File: config.mk
export PLATFORM = sky130hd
export DESIGN_NAME = motor_feedback_multiturn_tracker
export DESIGN_NICKNAME = d
export VERILOG_FILES = /design/src/sv/mft_pkg.sv /design/src/sv/mft_front.sv /design/src/sv/mft_queue.sv /design/src/sv/mft_back.sv /design/src/sv/motor_feedback_multiturn_tracker.sv
export VERILOG_INCLUDE_DIRS = /design/src /design/src/sv
export SDC_FILE = /design/constraint.sdc
export NUM_CORES = 2
export LEC_CHECK = 0
export ABC_AREA = 1
export BUFFER_PORTS_ARGS = -buffer_cell sky130_fd_sc_hd__buf_4
export CAP_MARGIN = 20
export CELL_PAD_IN_SITES_DETAIL_PLACEMENT = 2
export CELL_PAD_IN_SITES_GLOBAL_PLACEMENT = 2
export CORE_MARGIN = 8
export CORE_UTILIZATION = 47
export DETAILED_ROUTE_END_ITERATION = 16
export GPL_TIMING_DRIVEN = 0
export PLACE_DENSITY = 0.91
export SLEW_MARGIN = 15
export SYNTH_ARGS = -nofsm -noshare
export SYNTH_HDL_FRONTEND = slang
export SYNTH_SLANG_ARGS = --single-unit
File: constraint.sdc
create_clock -name clk -period 19.2 [get_ports clk]
set_clock_uncertainty 0.05 [all_clocks]
set_input_delay 2.88 -clock clk [delete_from_list [all_inputs] [get_ports clk]]
set_output_delay 2.88 -clock clk [all_outputs]
set_load 0.05 [all_outputs]
File: src/sv/motor_feedback_multiturn_tracker_assert.svh
// ----------------------------------------------------------------------------
// motor feedback tracker assertion macros
// Concurrent assertion wrappers, compiled out when ASSERT_OFF is defined.
// ----------------------------------------------------------------------------
`ifndef MOTOR_FEEDBACK_MULTITURN_TRACKER_ASSERT_SVH
`define MOTOR_FEEDBACK_MULTITURN_TRACKER_ASSERT_SVH

`ifndef ASSERT_OFF
// property holds at every edge outside reset
`define MFT_ASSERT_IMPL(lbl, clk_s, rst_s, prop) \
  lbl: assert property (@(posedge clk_s) disable iff (!rst_s) prop) \
    else $error("motor feedback tracker assertion failed");
// trigger implies consequence on the next edge
`define MFT_ASSERT_NEXT(lbl, clk_s, rst_s, trig, cons) \
  lbl: assert property (@(posedge clk_s) disable iff (!rst_s) trig |=> cons) \
    else $error("motor feedback tracker assertion failed");
`else
`define MFT_ASSERT_IMPL(lbl, clk_s, rst_s, prop)
`define MFT_ASSERT_NEXT(lbl, clk_s, rst_s, trig, cons)
`endif

`endif

File: src/sv/mft_pkg.sv
// ----------------------------------------------------------------------------
// mft_pkg
// Shared constants, register codes and types of the multiturn tracker.
// ----------------------------------------------------------------------------
package mft_pkg;

  localparam int MOTORS_PER_BUS_DEF = 8;
  localparam int SLOT_W             = 4;
  localparam int NUM_SLOTS          = 16;
  localparam int QUEUE_DEPTH        = 2;

  localparam logic [10:0] BASE_ID     = 11'h201;
  localparam logic [10:0] TRACK_FIRST = 11'h205;
  localparam logic [10:0] TRACK_LAST  = 11'h208;

  localparam int                 ENC_SHIFT    = 13;
  localparam logic signed [17:0] ENC_COUNTS_S = 18'sd8192;

  // configuration port
  localparam int CFG_W     = 14;
  localparam int CFG_IDX_W = 2;

  localparam logic [CFG_IDX_W-1:0] REG_HOME   = 2'd0;
  localparam logic [CFG_IDX_W-1:0] REG_WRAP   = 2'd1;
  localparam logic [CFG_IDX_W-1:0] REG_WIN_LO = 2'd2;
  localparam logic [CFG_IDX_W-1:0] REG_WIN_HI = 2'd3;

  localparam logic [12:0] HOME_RST   = 13'd2000;
  localparam logic [12:0] WRAP_RST   = 13'd4100;
  localparam logic [13:0] WIN_LO_RST = 14'd12284;  // -4100 in 14 bits
  localparam logic [12:0] WIN_HI_RST = 13'd2300;

  typedef struct packed {
    logic [12:0]        home;
    logic [12:0]        wrap;
    logic signed [13:0] win_lo;
    logic [12:0]        win_hi;
  } mft_cfg_t;

  // one classified frame as it travels from front to back
  typedef struct packed {
    logic               acc;
    logic [SLOT_W-1:0]  slot;
    logic               trk;
    logic signed [15:0] angle;
    logic signed [15:0] speed;
    logic signed [15:0] current;
    logic [7:0]         temp;
  } mft_item_t;

endpackage

File: src/sv/mft_front.sv
// ----------------------------------------------------------------------------
// mft_front
// Takes frames from the input channel, maps the id to a slot and marks
// out-of-range and tracked frames before they enter the queue.
// ----------------------------------------------------------------------------
module mft_front
  import mft_pkg::*;
#(
  parameter int MOTORS_PER_BUS = MOTORS_PER_BUS_DEF
) (
  input  logic               in_valid,
  output logic               in_stall,
  input  logic               in_bus_select,
  input  logic [10:0]        in_frame_id,
  input  logic signed [15:0] in_angle_word,
  input  logic signed [15:0] in_speed_word,
  input  logic signed [15:0] in_current_word,
  input  logic [7:0]         in_temperature,
  input  logic               q_full,
  output logic               push,
  output mft_item_t          push_item
);

  logic              in_range;
  logic              trk;
  logic [10:0]       local_id;
  logic [SLOT_W-1:0] slot;

  always_comb begin
    in_range = (in_frame_id >= BASE_ID) &&
               (in_frame_id < (BASE_ID + 11'(MOTORS_PER_BUS)));
    local_id = in_frame_id - BASE_ID;
    slot     = (in_bus_select ? SLOT_W'(MOTORS_PER_BUS) : '0) + local_id[SLOT_W-1:0];
    trk      = in_range && !in_bus_select &&
               (in_frame_id >= TRACK_FIRST) && (in_frame_id <= TRACK_LAST);
  end

  assign in_stall = q_full;
  assign push     = in_valid && !q_full;

  always_comb begin
    push_item.acc     = in_range;
    push_item.slot    = in_range ? slot : '0;
    push_item.trk     = trk;
    push_item.angle   = in_angle_word;
    push_item.speed   = in_speed_word;
    push_item.current = in_current_word;
    push_item.temp    = in_temperature;
  end

endmodule

File: src/sv/mft_queue.sv
// ----------------------------------------------------------------------------
// mft_queue
// Short fifo of classified frames between front and back.
// ----------------------------------------------------------------------------
module mft_queue
  import mft_pkg::*;
(
  input  logic      clk,
  input  logic      rst_n,
  input  logic      push,
  input  mft_item_t push_item,
  output logic      q_full,
  input  logic      pop,
  output logic      q_valid,
  output mft_item_t q_item
);

  localparam int PTR_W = $clog2(QUEUE_DEPTH);
  localparam int CNT_W = $clog2(QUEUE_DEPTH + 1);

  mft_item_t        mem_r [QUEUE_DEPTH];
  logic [PTR_W-1:0] wr_ptr_r, wr_ptr_nxt;
  logic [PTR_W-1:0] rd_ptr_r, rd_ptr_nxt;
  logic [CNT_W-1:0] count_r, count_nxt;

  assign q_full  = (count_r == CNT_W'(QUEUE_DEPTH));
  assign q_valid = (count_r != '0);
  assign q_item  = mem_r[rd_ptr_r];

  always_comb begin
    wr_ptr_nxt = wr_ptr_r;
    rd_ptr_nxt = rd_ptr_r;
    count_nxt  = count_r;
    if (push) begin
      wr_ptr_nxt = (wr_ptr_r == PTR_W'(QUEUE_DEPTH - 1)) ? '0 : wr_ptr_r + 1'b1;
    end
    if (pop) begin
      rd_ptr_nxt = (rd_ptr_r == PTR_W'(QUEUE_DEPTH - 1)) ? '0 : rd_ptr_r + 1'b1;
    end
    if (push && !pop) begin
      count_nxt = count_r + 1'b1;
    end else if (pop && !push) begin
      count_nxt = count_r - 1'b1;
    end
  end

  always_ff @(posedge clk) begin
    if (!rst_n) begin
      wr_ptr_r <= '0;
      rd_ptr_r <= '0;
      count_r  <= '0;
    end else begin
      wr_ptr_r <= wr_ptr_nxt;
      rd_ptr_r <= rd_ptr_nxt;
      count_r  <= count_nxt;
    end
  end

  always_ff @(posedge clk) begin
    if (push) begin
      mem_r[wr_ptr_r] <= push_item;
    end
  end

endmodule

File: src/sv/mft_back.sv
// ----------------------------------------------------------------------------
// mft_back
// Per-slot state, wrap counting, continuous angle and home offsets, and the
// output register of the result channel.
// ----------------------------------------------------------------------------
`include "motor_feedback_multiturn_tracker_assert.svh"

module mft_back
  import mft_pkg::*;
(
  input  logic               clk,
  input  logic               rst_n,
  input  mft_cfg_t           cfg,
  input  logic               q_valid,
  input  mft_item_t          q_item,
  output logic               pop,
  output logic               out_valid,
  input  logic               out_stall,
  output logic               out_accepted,
  output logic [3:0]         out_motor_slot,
  output logic signed [15:0] out_angle,
  output logic signed [15:0] out_speed,
  output logic signed [15:0] out_current,
  output logic [7:0]         out_motor_temperature,
  output logic signed [15:0] out_previous_angle,
  output logic signed [15:0] out_turn_count,
  output logic signed [31:0] out_unwrapped_angle,
  output logic signed [16:0] out_return_offset,
  output logic signed [16:0] out_forward_offset,
  output logic signed [16:0] out_start_offset
);

  localparam logic ST_IDLE = 1'b0;
  localparam logic ST_CALC = 1'b1;

  logic state_r, state_nxt;

  // per-slot stores; valid and seen bits stand in for the reset value
  logic [NUM_SLOTS-1:0] slot_valid_r;
  logic [NUM_SLOTS-1:0] slot_seen_r;
  logic signed [15:0]   angle_mem_r [NUM_SLOTS];
  logic signed [15:0]   turns_mem_r [NUM_SLOTS];
  logic signed [31:0]   base_mem_r  [NUM_SLOTS];
  logic signed [16:0]   sd_mem_r    [NUM_SLOTS];

  // item being worked on
  mft_item_t          item_r;
  logic signed [15:0] prev_r;
  logic signed [15:0] turns_r;
  logic signed [31:0] base_r;
  logic               seen_r;
  logic signed [16:0] sd_r;
  logic signed [16:0] d_r;

  logic signed [16:0] home_s;
  logic signed [16:0] d_nxt;
  logic signed [17:0] diff;
  logic signed [17:0] thr;
  logic signed [15:0] turns_upd;
  logic signed [31:0] turns_ext;
  logic signed [31:0] cont;
  logic signed [17:0] d18;
  logic signed [17:0] lo;
  logic signed [17:0] hi;
  logic signed [17:0] ret18;
  logic signed [17:0] fwd18;
  logic signed [16:0] sd_out;
  logic               load;

  logic               out_valid_r;
  logic               out_accepted_r;
  logic [3:0]         out_motor_slot_r;
  logic signed [15:0] out_angle_r;
  logic signed [15:0] out_speed_r;
  logic signed [15:0] out_current_r;
  logic [7:0]         out_temp_r;
  logic signed [15:0] out_prev_r;
  logic signed [15:0] out_turns_r;
  logic signed [31:0] out_cont_r;
  logic signed [16:0] out_ret_r;
  logic signed [16:0] out_fwd_r;
  logic signed [16:0] out_sd_r;

  assign pop  = (state_r == ST_IDLE) && q_valid;
  assign load = (state_r == ST_CALC) && (!out_valid_r || !out_stall);

  always_comb begin
    home_s = {4'b0, cfg.home};
    d_nxt  = home_s - {q_item.angle[15], q_item.angle};
  end

  always_comb begin
    diff = {{2{item_r.angle[15]}}, item_r.angle} - {{2{prev_r[15]}}, prev_r};
    thr  = {5'b0, cfg.wrap};
    if (diff > thr) begin
      turns_upd = turns_r - 16'sd1;
    end else if (diff < -thr) begin
      turns_upd = turns_r + 16'sd1;
    end else begin
      turns_upd = turns_r;
    end
    // base_r reads as zero until the slot has been seen
    turns_ext = {{16{turns_upd[15]}}, turns_upd};
    cont      = (turns_ext <<< ENC_SHIFT) + {{16{item_r.angle[15]}}, item_r.angle} - base_r;
    d18       = {d_r[16], d_r};
    lo        = {{4{cfg.win_lo[13]}}, cfg.win_lo};
    hi        = {5'b0, cfg.win_hi};
    ret18     = ((d18 > lo) && (d18 < hi)) ? d18 : d18 + ENC_COUNTS_S;
    fwd18     = d18[17] ? d18 + ENC_COUNTS_S : d18;
    sd_out    = seen_r ? sd_r : d_r;
  end

  always_comb begin
    state_nxt = state_r;
    case (state_r)
      ST_IDLE: begin
        if (q_valid) begin
          state_nxt = ST_CALC;
        end
      end
      ST_CALC: begin
        if (load) begin
          state_nxt = ST_IDLE;
        end
      end
      default: state_nxt = ST_IDLE;
    endcase
  end

  always_ff @(posedge clk) begin
    if (!rst_n) begin
      state_r      <= ST_IDLE;
      slot_valid_r <= '0;
      slot_seen_r  <= '0;
      out_valid_r  <= 1'b0;
    end else begin
      state_r <= state_nxt;
      if (load && item_r.acc) begin
        slot_valid_r[item_r.slot] <= 1'b1;
        if (item_r.trk) begin
          slot_seen_r[item_r.slot] <= 1'b1;
        end
      end
      if (load) begin
        out_valid_r <= 1'b1;
      end else if (!out_stall) begin
        out_valid_r <= 1'b0;
      end
    end
  end

  // read the slot state when the item leaves the queue
  always_ff @(posedge clk) begin
    if (pop) begin
      item_r  <= q_item;
      prev_r  <= slot_valid_r[q_item.slot] ? angle_mem_r[q_item.slot] : '0;
      seen_r  <= slot_seen_r[q_item.slot];
      turns_r <= slot_seen_r[q_item.slot] ? turns_mem_r[q_item.slot] : '0;
      base_r  <= slot_seen_r[q_item.slot] ? base_mem_r[q_item.slot] : '0;
      sd_r    <= slot_seen_r[q_item.slot] ? sd_mem_r[q_item.slot] : '0;
      d_r     <= d_nxt;
    end
  end

  always_ff @(posedge clk) begin
    if (load && item_r.acc) begin
      angle_mem_r[item_r.slot] <= item_r.angle;
      if (item_r.trk) begin
        turns_mem_r[item_r.slot] <= turns_upd;
        if (!seen_r) begin
          base_mem_r[item_r.slot] <= cont;
          sd_mem_r[item_r.slot]   <= d_r;
        end
      end
    end
  end

  always_ff @(posedge clk) begin
    if (load) begin
      out_accepted_r   <= item_r.acc;
      out_motor_slot_r <= item_r.acc ? item_r.slot : '0;
      out_angle_r      <= item_r.acc ? item_r.angle : '0;
      out_speed_r      <= item_r.acc ? item_r.speed : '0;
      out_current_r    <= item_r.acc ? item_r.current : '0;
      out_temp_r       <= item_r.acc ? item_r.temp : '0;
      out_prev_r       <= item_r.acc ? prev_r : '0;
      out_turns_r      <= item_r.trk ? turns_upd : '0;
      out_cont_r       <= item_r.trk ? cont : '0;
      out_ret_r        <= item_r.trk ? ret18[16:0] : '0;
      out_fwd_r        <= item_r.trk ? fwd18[16:0] : '0;
      out_sd_r         <= item_r.trk ? sd_out : '0;
    end
  end

  assign out_valid             = out_valid_r;
  assign out_accepted          = out_accepted_r;
  assign out_motor_slot        = out_motor_slot_r;
  assign out_angle             = out_angle_r;
  assign out_speed             = out_speed_r;
  assign out_current           = out_current_r;
  assign out_motor_temperature = out_temp_r;
  assign out_previous_angle    = out_prev_r;
  assign out_turn_count        = out_turns_r;
  assign out_unwrapped_angle   = out_cont_r;
  assign out_return_offset     = out_ret_r;
  assign out_forward_offset    = out_fwd_r;
  assign out_start_offset      = out_sd_r;

  `MFT_ASSERT_IMPL(a_drop_zero, clk, rst_n, (out_valid_r && !out_accepted_r) |-> (out_motor_slot_r == '0 && out_angle_r == '0 && out_cont_r == '0))
  `MFT_ASSERT_NEXT(a_untracked_zero, clk, rst_n, (load && !item_r.trk), (out_turns_r == '0 && out_cont_r == '0 && out_sd_r == '0))
  `MFT_ASSERT_NEXT(a_load_shows, clk, rst_n, load, out_valid_r)
  `MFT_ASSERT_NEXT(a_seen_set, clk, rst_n, (load && item_r.trk), slot_seen_r[$past(item_r.slot)])

endmodule

File: src/sv/motor_feedback_multiturn_tracker.sv
// ----------------------------------------------------------------------------
// motor_feedback_multiturn_tracker
// Per-slot motor feedback store with encoder turn tracking on bus 0 ids 0x205 to 0x208.
// ----------------------------------------------------------------------------
// The front end takes a frame every cycle while its two-entry queue has
// room, so short bursts are absorbed at full speed. The back end works one
// frame at a time (read the slot state, then update it and load the output
// register) and takes no new frame from the queue until the current one has
// loaded the output register, which waits while the output stalls. Frames
// whose id is outside the motor range give a result of all zeros and change
// no state. All slot state reads as zero after reset, with no clearing pass;
// configuration writes take effect at once and belong to idle periods.
// ----------------------------------------------------------------------------
module motor_feedback_multiturn_tracker
  import mft_pkg::*;
#(
  parameter int MOTORS_PER_BUS = MOTORS_PER_BUS_DEF
) (
  input  logic                 clk,
  input  logic                 rst_n,
  input  logic                 in_valid,
  output logic                 in_stall,
  input  logic                 in_bus_select,
  input  logic [10:0]          in_frame_id,
  input  logic signed [15:0]   in_angle_word,
  input  logic signed [15:0]   in_speed_word,
  input  logic signed [15:0]   in_current_word,
  input  logic [7:0]           in_temperature,
  output logic                 out_valid,
  input  logic                 out_stall,
  output logic                 out_accepted,
  output logic [3:0]           out_motor_slot,
  output logic signed [15:0]   out_angle,
  output logic signed [15:0]   out_speed,
  output logic signed [15:0]   out_current,
  output logic [7:0]           out_motor_temperature,
  output logic signed [15:0]   out_previous_angle,
  output logic signed [15:0]   out_turn_count,
  output logic signed [31:0]   out_unwrapped_angle,
  output logic signed [16:0]   out_return_offset,
  output logic signed [16:0]   out_forward_offset,
  output logic signed [16:0]   out_start_offset,
  input  logic                 cfg_we,
  input  logic [CFG_IDX_W-1:0] cfg_index,
  input  logic [CFG_W-1:0]     cfg_wdata
);

  mft_cfg_t  cfg_r;
  logic      q_full;
  logic      push;
  mft_item_t push_item;
  logic      pop;
  logic      q_valid;
  mft_item_t q_item;

  always_ff @(posedge clk) begin
    if (!rst_n) begin
      cfg_r.home   <= HOME_RST;
      cfg_r.wrap   <= WRAP_RST;
      cfg_r.win_lo <= WIN_LO_RST;
      cfg_r.win_hi <= WIN_HI_RST;
    end else if (cfg_we) begin
      case (cfg_index)
        REG_HOME:   cfg_r.home   <= cfg_wdata[12:0];
        REG_WRAP:   cfg_r.wrap   <= cfg_wdata[12:0];
        REG_WIN_LO: cfg_r.win_lo <= cfg_wdata[13:0];
        REG_WIN_HI: cfg_r.win_hi <= cfg_wdata[12:0];
        default: ;
      endcase
    end
  end

  mft_front #(
    .MOTORS_PER_BUS(MOTORS_PER_BUS)
  ) u_front (
    .in_valid        (in_valid),
    .in_stall        (in_stall),
    .in_bus_select   (in_bus_select),
    .in_frame_id     (in_frame_id),
    .in_angle_word   (in_angle_word),
    .in_speed_word   (in_speed_word),
    .in_current_word (in_current_word),
    .in_temperature  (in_temperature),
    .q_full          (q_full),
    .push            (push),
    .push_item       (push_item)
  );

  mft_queue u_queue (
    .clk       (clk),
    .rst_n     (rst_n),
    .push      (push),
    .push_item (push_item),
    .q_full    (q_full),
    .pop       (pop),
    .q_valid   (q_valid),
    .q_item    (q_item)
  );

  mft_back u_back (
    .clk                   (clk),
    .rst_n                 (rst_n),
    .cfg                   (cfg_r),
    .q_valid               (q_valid),
    .q_item                (q_item),
    .pop                   (pop),
    .out_valid             (out_valid),
    .out_stall             (out_stall),
    .out_accepted          (out_accepted),
    .out_motor_slot        (out_motor_slot),
    .out_angle             (out_angle),
    .out_speed             (out_speed),
    .out_current           (out_current),
    .out_motor_temperature (out_motor_temperature),
    .out_previous_angle    (out_previous_angle),
    .out_turn_count        (out_turn_count),
    .out_unwrapped_angle   (out_unwrapped_angle),
    .out_return_offset     (out_return_offset),
    .out_forward_offset    (out_forward_offset),
    .out_start_offset      (out_start_offset)
  );

endmodule

==> impl_metrics.env, run 1 <==
export IMPL_grt_start_max_net_pins=94
export IMPL_die_height_um=420
export IMPL_dieWidth_um=420
export IMPL_dp_worst_setup_slack_ns=8.28
export IMPL_postSynthRegisterBits=1836
export IMPL_synthesis_area_per_instance_sq_um=12.2
export IMPL_synth_nets=6533
export IMPL_haltStage="5_1_grt"
export IMPL_synth_top_cell_by_area="sky130_fd_sc_hd__edfxtp_1"
export IMPL_numCtsBuffers=194
export IMPL_cts_setup_buffers=0
export IMPL_routabilityCongestion=0.907
export IMPL_cts_hold_buffers=0
export IMPL_synthesis_area_sq_um=76600
export IMPL_cts_htree_levels=4
export IMPL_synth_warnings=0
export IMPL_io_pin_count=267
export IMPL_postSynthCellCount=6293
export IMPL_synth_edf_count=1744
export IMPL_place_port_buffers=265
export IMPL_toolErrorMsg="[ERROR GRT-0232] Routing congestion too high. Check the congestion heatmap in the GUI."
export IMPL_overflow=405
export IMPL_clock_tree_root_cell="sky130_fd_sc_hd__clkbuf_16"
export IMPL_grt_antenna_before_repair=94
export IMPL_cts_sinks=1836
export IMPL_synth_sequential_area_ratio=0.707
export IMPL_detailed_place_hpwl_um=273000
export IMPL_post_cts_resized=0
export IMPL_async_reset_ff_frac=0
export IMPL_groute_usage_overall=0.707
export IMPL_num_rows=148
export IMPL_initial_utilization=0.472
export IMPL_synth_area_leaders="sky130_fd_sc_hd__edfxtp_1 68%, sky130_fd_sc_hd__o21ai_0 5.3%, sky130_fd_sc_hd__nor2_1 4.7%, sky130_fd_sc_hd__nand2_1 3.3%, sky130_fd_sc_hd__inv_1 2.5%"
export IMPL_synth_cell_types=57
export IMPL_clock_path_buffers=3
export IMPL_synth_top_area_share=0.683
export IMPL_predominant_post_synthesis_flop_cell="sky130_fd_sc_hd__edfxtp_1"
export IMPL_run_status="aborted with a tool error"
kinds of logic after synthesis:
kind of cell / share of synthesized area
buf+inv: 0.0441
simple gates: 0.0999
xor+xnor: 0.0109
mux: 0.000131
fa+ha+maj: 0.0251
compound gates: 0.113
flops: 0.707
cells in the mapped netlist, types with 7 or more instances:
cell type	number
sky130_fd_sc_hd__a21o_1	7
sky130_fd_sc_hd__a21oi_1	151
sky130_fd_sc_hd__buf_1	17
sky130_fd_sc_hd__buf_2	43
sky130_fd_sc_hd__buf_4	14
sky130_fd_sc_hd__clkbuf_1	280
sky130_fd_sc_hd__dfxtp_1	92
sky130_fd_sc_hd__edfxtp_1	1744
sky130_fd_sc_hd__ha_1	146
sky130_fd_sc_hd__inv_1	503
sky130_fd_sc_hd__inv_2	7
sky130_fd_sc_hd__nand2_1	676
sky130_fd_sc_hd__nand2_2	10
sky130_fd_sc_hd__nand3_1	116
sky130_fd_sc_hd__nand3_2	20
sky130_fd_sc_hd__nand4_1	13
sky130_fd_sc_hd__nor2_1	962
sky130_fd_sc_hd__nor2_2	8
sky130_fd_sc_hd__nor3_1	33
sky130_fd_sc_hd__nor4_1	9
sky130_fd_sc_hd__o211ai_1	109
sky130_fd_sc_hd__o21ai_0	819
sky130_fd_sc_hd__o21bai_1	8
sky130_fd_sc_hd__o221ai_1	206
sky130_fd_sc_hd__o22ai_1	127
sky130_fd_sc_hd__or2_2	19
sky130_fd_sc_hd__xnor2_1	30
sky130_fd_sc_hd__xor2_1	60
per-layer routing:
layer	overflow	GRT usage
met5	1	0.264
met3	8	0.557
met1	10	0.700
met4	179	0.719
met2	207	0.867
through the flow:
| step | instance area, sq um | utilization | std cells | setup TNS, ns | hold WS (ns) |
|---|---|---|---|---|---|
| 2_1_floorplan | 76600 | - | 6293 | 0 | 0.374 |
| 3_3_place_gp | 81400 | 0.501 | 8733 | -213.29 | 0.385 |
| 3_5_place_dp | 83700 | 0.515 | 8866 | 0 | 0.412 |
| 4_1_cts | 89900 | 0.554 | 9231 | 0 | 0.456 |
==> run 2: changes to the inputs <==
CELL_PAD_IN_SITES_DETAIL_PLACEMENT = default   (was 2)
CELL_PAD_IN_SITES_GLOBAL_PLACEMENT = default   (was 2)
CORE_UTILIZATION = 40   (was 47)
PLACE_DENSITY = default   (was 0.91)
PLACE_DENSITY_LB_ADDON = 0.15   (was default)
==> run 2 against run 1 <==
  * The flow now finishes without violations
  * Area after synthesis unchanged
  * Synthesized cell count stayed put
==> impl_metrics.env, run 2 <==
export IMPL_route_layer_met1_wl_um=109000
export IMPL_predominant_post_synthesis_flop_cell="sky130_fd_sc_hd__edfxtp_1"
export IMPL_synth_top_area_share=0.683
export IMPL_num_rows=160
export IMPL_critical_path_depth=47
export IMPL_die_height_um=454
export IMPL_maxCapViolCount=0
export IMPL_critPathTopFamily="simple AND/OR/NAND/NOR gates"
export IMPL_postSynthRegisterBits=1836
export IMPL_clock_tree_root_cell="sky130_fd_sc_hd__clkbuf_16"
export IMPL_final_layout_size_suffix_gt1_frac=0.127
export IMPL_finish_cell_count_without_fillers=9596
export IMPL_dp_worst_setup_slack_ns=9.09
export IMPL_synth_sequential_area_ratio=0.707
export IMPL_critPathRequiredTime_ns=19.77
export IMPL_groute_usage_overall=0.254
export IMPL_post_cts_resized=0
export IMPL_detail_route_first_pass_iterations=6
export IMPL_dr_wl_met2_um=122000
export IMPL_coreArea_sq_um=190000
export IMPL_design_die_area_sq_um=206000
export IMPL_final_min_period_over_clock_period=0.525
export IMPL_synth_cell_types=57
export IMPL_detail_route_wirelength_um=270000
export IMPL_worstSetupEndpointType="register"
export IMPL_detailedRoute_firstIterationViolations=6360
export IMPL_overflow=0
export IMPL_routed_via_density=5.60
export IMPL_vias=53800
export IMPL_hold_path_cell_cnt=1
export IMPL_wl_per_cell_um=28.1
export IMPL_drc_violation_count_after_routing=0
export IMPL_most_common_layout_cells="1744 x sky130_fd_sc_hd__edfxtp_1, 921 x sky130_fd_sc_hd__nor2_1, 819 x sky130_fd_sc_hd__o21ai_0"
export IMPL_cts_sinks=1836
export IMPL_async_reset_ff_frac=0
export IMPL_max_slew_worst_pin_slew_ns=1.23
export IMPL_cts_setup_buffers=0
export IMPL_layout_min_cycle_time_ns=10.09
export IMPL_most_common_library_cell_in_the_layout_ignoring_fill_and_taps="sky130_fd_sc_hd__edfxtp_1"
export IMPL_grt_pass1_wl_um=378000
export IMPL_synth_area_leaders="sky130_fd_sc_hd__edfxtp_1 68%, sky130_fd_sc_hd__o21ai_0 5.3%, sky130_fd_sc_hd__nor2_1 4.7%, sky130_fd_sc_hd__nand2_1 3.3%, sky130_fd_sc_hd__inv_1 2.5%"
export IMPL_cp_slowest_stage_delay_ns=0.80
export IMPL_synthMostInstantiatedCell="sky130_fd_sc_hd__edfxtp_1"
export IMPL_clock_path_buffers=3
export IMPL_postSynthCellCount=6293
export IMPL_synthesis_area_sq_um=76600
export IMPL_tritoncts="built"
export IMPL_clock_fmax_mhz=99.1
export IMPL_synth_top_cell_by_area="sky130_fd_sc_hd__edfxtp_1"
export IMPL_ant_nets=0
export IMPL_routabilityCongestion=0.894
export IMPL_rsz0062_at_grt="false"
export IMPL_dp_cells=9223
export IMPL_clock_latency_late_sink_ns=0.86
export IMPL_grt_pass1_vias=52100
export IMPL_io_pin_count=267
export IMPL_worstHoldPathType="register to register"
export IMPL_criticalPathCategory="register to register"
export IMPL_grt_start_max_net_pins=87
export IMPL_synthesis_area_per_instance_sq_um=12.2
export IMPL_initial_utilization=0.403
export IMPL_design_final_nets=7150
export IMPL_cts_hold_buffers=0
export IMPL_timing_final_setup_violations=0
export IMPL_synth_warnings=0
export IMPL_run_status="finished, final reports clean"
export IMPL_route_met3_wl_um=23700
export IMPL_most_common_cell_type_on_the_critical_path="sky130_fd_sc_hd__nand2_1"
export IMPL_layout_area_overhead_vs_synth_pct=18.9
export IMPL_timing_critical_path_slowest_stage_cell="sky130_fd_sc_hd__edfxtp_1"
export IMPL_reg_largest_list="u_back.base_mem_r (512), u_back.sd_mem_r (272)"
export IMPL_max_ffs_per_register=512
export IMPL_detailed_place_hpwl_um=191000
export IMPL_path_buf_inv=7
export IMPL_rr_worst_depth=47
export IMPL_dr_max_layer_used="met5"
export IMPL_dieWidth_um=454
export IMPL_slew_viol_final=0
export IMPL_critPathArrivalTime_ns=10.65
export IMPL_finalWorstSetupSlack_ns=9.11
export IMPL_cts_htree_levels=4
export IMPL_clk_transition_reported_paths_ns=0.06
export IMPL_critical_path_startpoint_type="register"
export IMPL_largest_register="u_back.base_mem_r"
export IMPL_synth_edf_count=1744
export IMPL_final_hold_violation_count=0
export IMPL_critical_path_max_fanout=18
export IMPL_post_synth_most_frequent_cells="1744 x sky130_fd_sc_hd__edfxtp_1, 962 x sky130_fd_sc_hd__nor2_1, 819 x sky130_fd_sc_hd__o21ai_0, 676 x sky130_fd_sc_hd__nand2_1, 503 x sky130_fd_sc_hd__inv_1"
export IMPL_numCtsBuffers=195
export IMPL_grt_antenna_before_repair=6
export IMPL_synth_nets=6533
export IMPL_max_slew_headroom=0.180
export IMPL_place_port_buffers=265
[run 2: per-stage QoR]
step                      instance area [sq um]   util  hold slack, ns  setup TNS [ns]
final                                     91100  0.479           0.405               0
after floorplan                           76600      -           0.374               0
after CTS                                 91100  0.478           0.405               0
after detailed placement                  84800  0.445           0.397               0
after global placement                    81800  0.430           0.386         -442.77
after global routing                      91100  0.478           0.436               0
[run 2: final cells by class]
cell class | instances | area, sq um
antenna | 9 | 22.5
buffer | 356 | 1480
clock buffer | 247 | 5220
clock inverter | 116 | 1080
fill | 16900 | 99300
inverter | 510 | 1920
multi-input combinational | 3591 | 19400
sequential | 1836 | 54200
tap | 2511 | 3140
timing repair buffer | 420 | 4610
[run 2: path summary, 6_finish.rpt]
check               startpoint                             end  slack, ns
max          u_back.item_r[40]  u_back.out_unwrapped_angle[29]       9.11
min           u_queue.rd_ptr_r                u_queue.rd_ptr_r       0.41
max reg2reg  u_back.item_r[40]  u_back.out_unwrapped_angle[29]       9.11
min reg2reg   u_queue.rd_ptr_r                u_queue.rd_ptr_r       0.41
[run 2: kinds of logic (layout without fill, tap and decap cells)]
kind of cell             after synthesis  after routing  share of synthesized area
flip-flops                          1836           1836                      0.707
AO/OA/AOI/OAI                       1459           1459                      0.113
XOR/XNOR                              92             92                     0.0109
multiplexers                           1              1                   0.000131
adder cells (fa/ha/maj)              151            151                     0.0251
AND/OR/NAND/NOR                     1888           1888                     0.0999
other                                  0              9                          0
buffers and inverters                866           1649                     0.0441
[run 2: routing by layer]
| metal | vias up | track usage |
|---|---|---|
| met2 | 2633 | 0.399 |
| met3 | 539 | 0.0541 |
| li1 | 23900 | - |
| met5 | - | 0 |
| met1 | 26700 | 0.337 |
| met4 | 8 | 0.125 |
[run 2: worst register-to-register path, delay by kind of cell (launching register included)]
kind / cells / cell delay [ns]
and+or+nand+nor: 28 / 3.54
adders and majority gates: 6 / 2.35
buffers and inverters: 7 / 1.45
xor gates and xnor gates: 3 / 1.08
DFF: 1 / 0.80
AOI/OAI and AO/OA: 3 / 0.58
Power of run 2 is left out: the tool's default activity adds up to more than one toggle a clock period on the data nets, which glitch-free logic cannot reach.
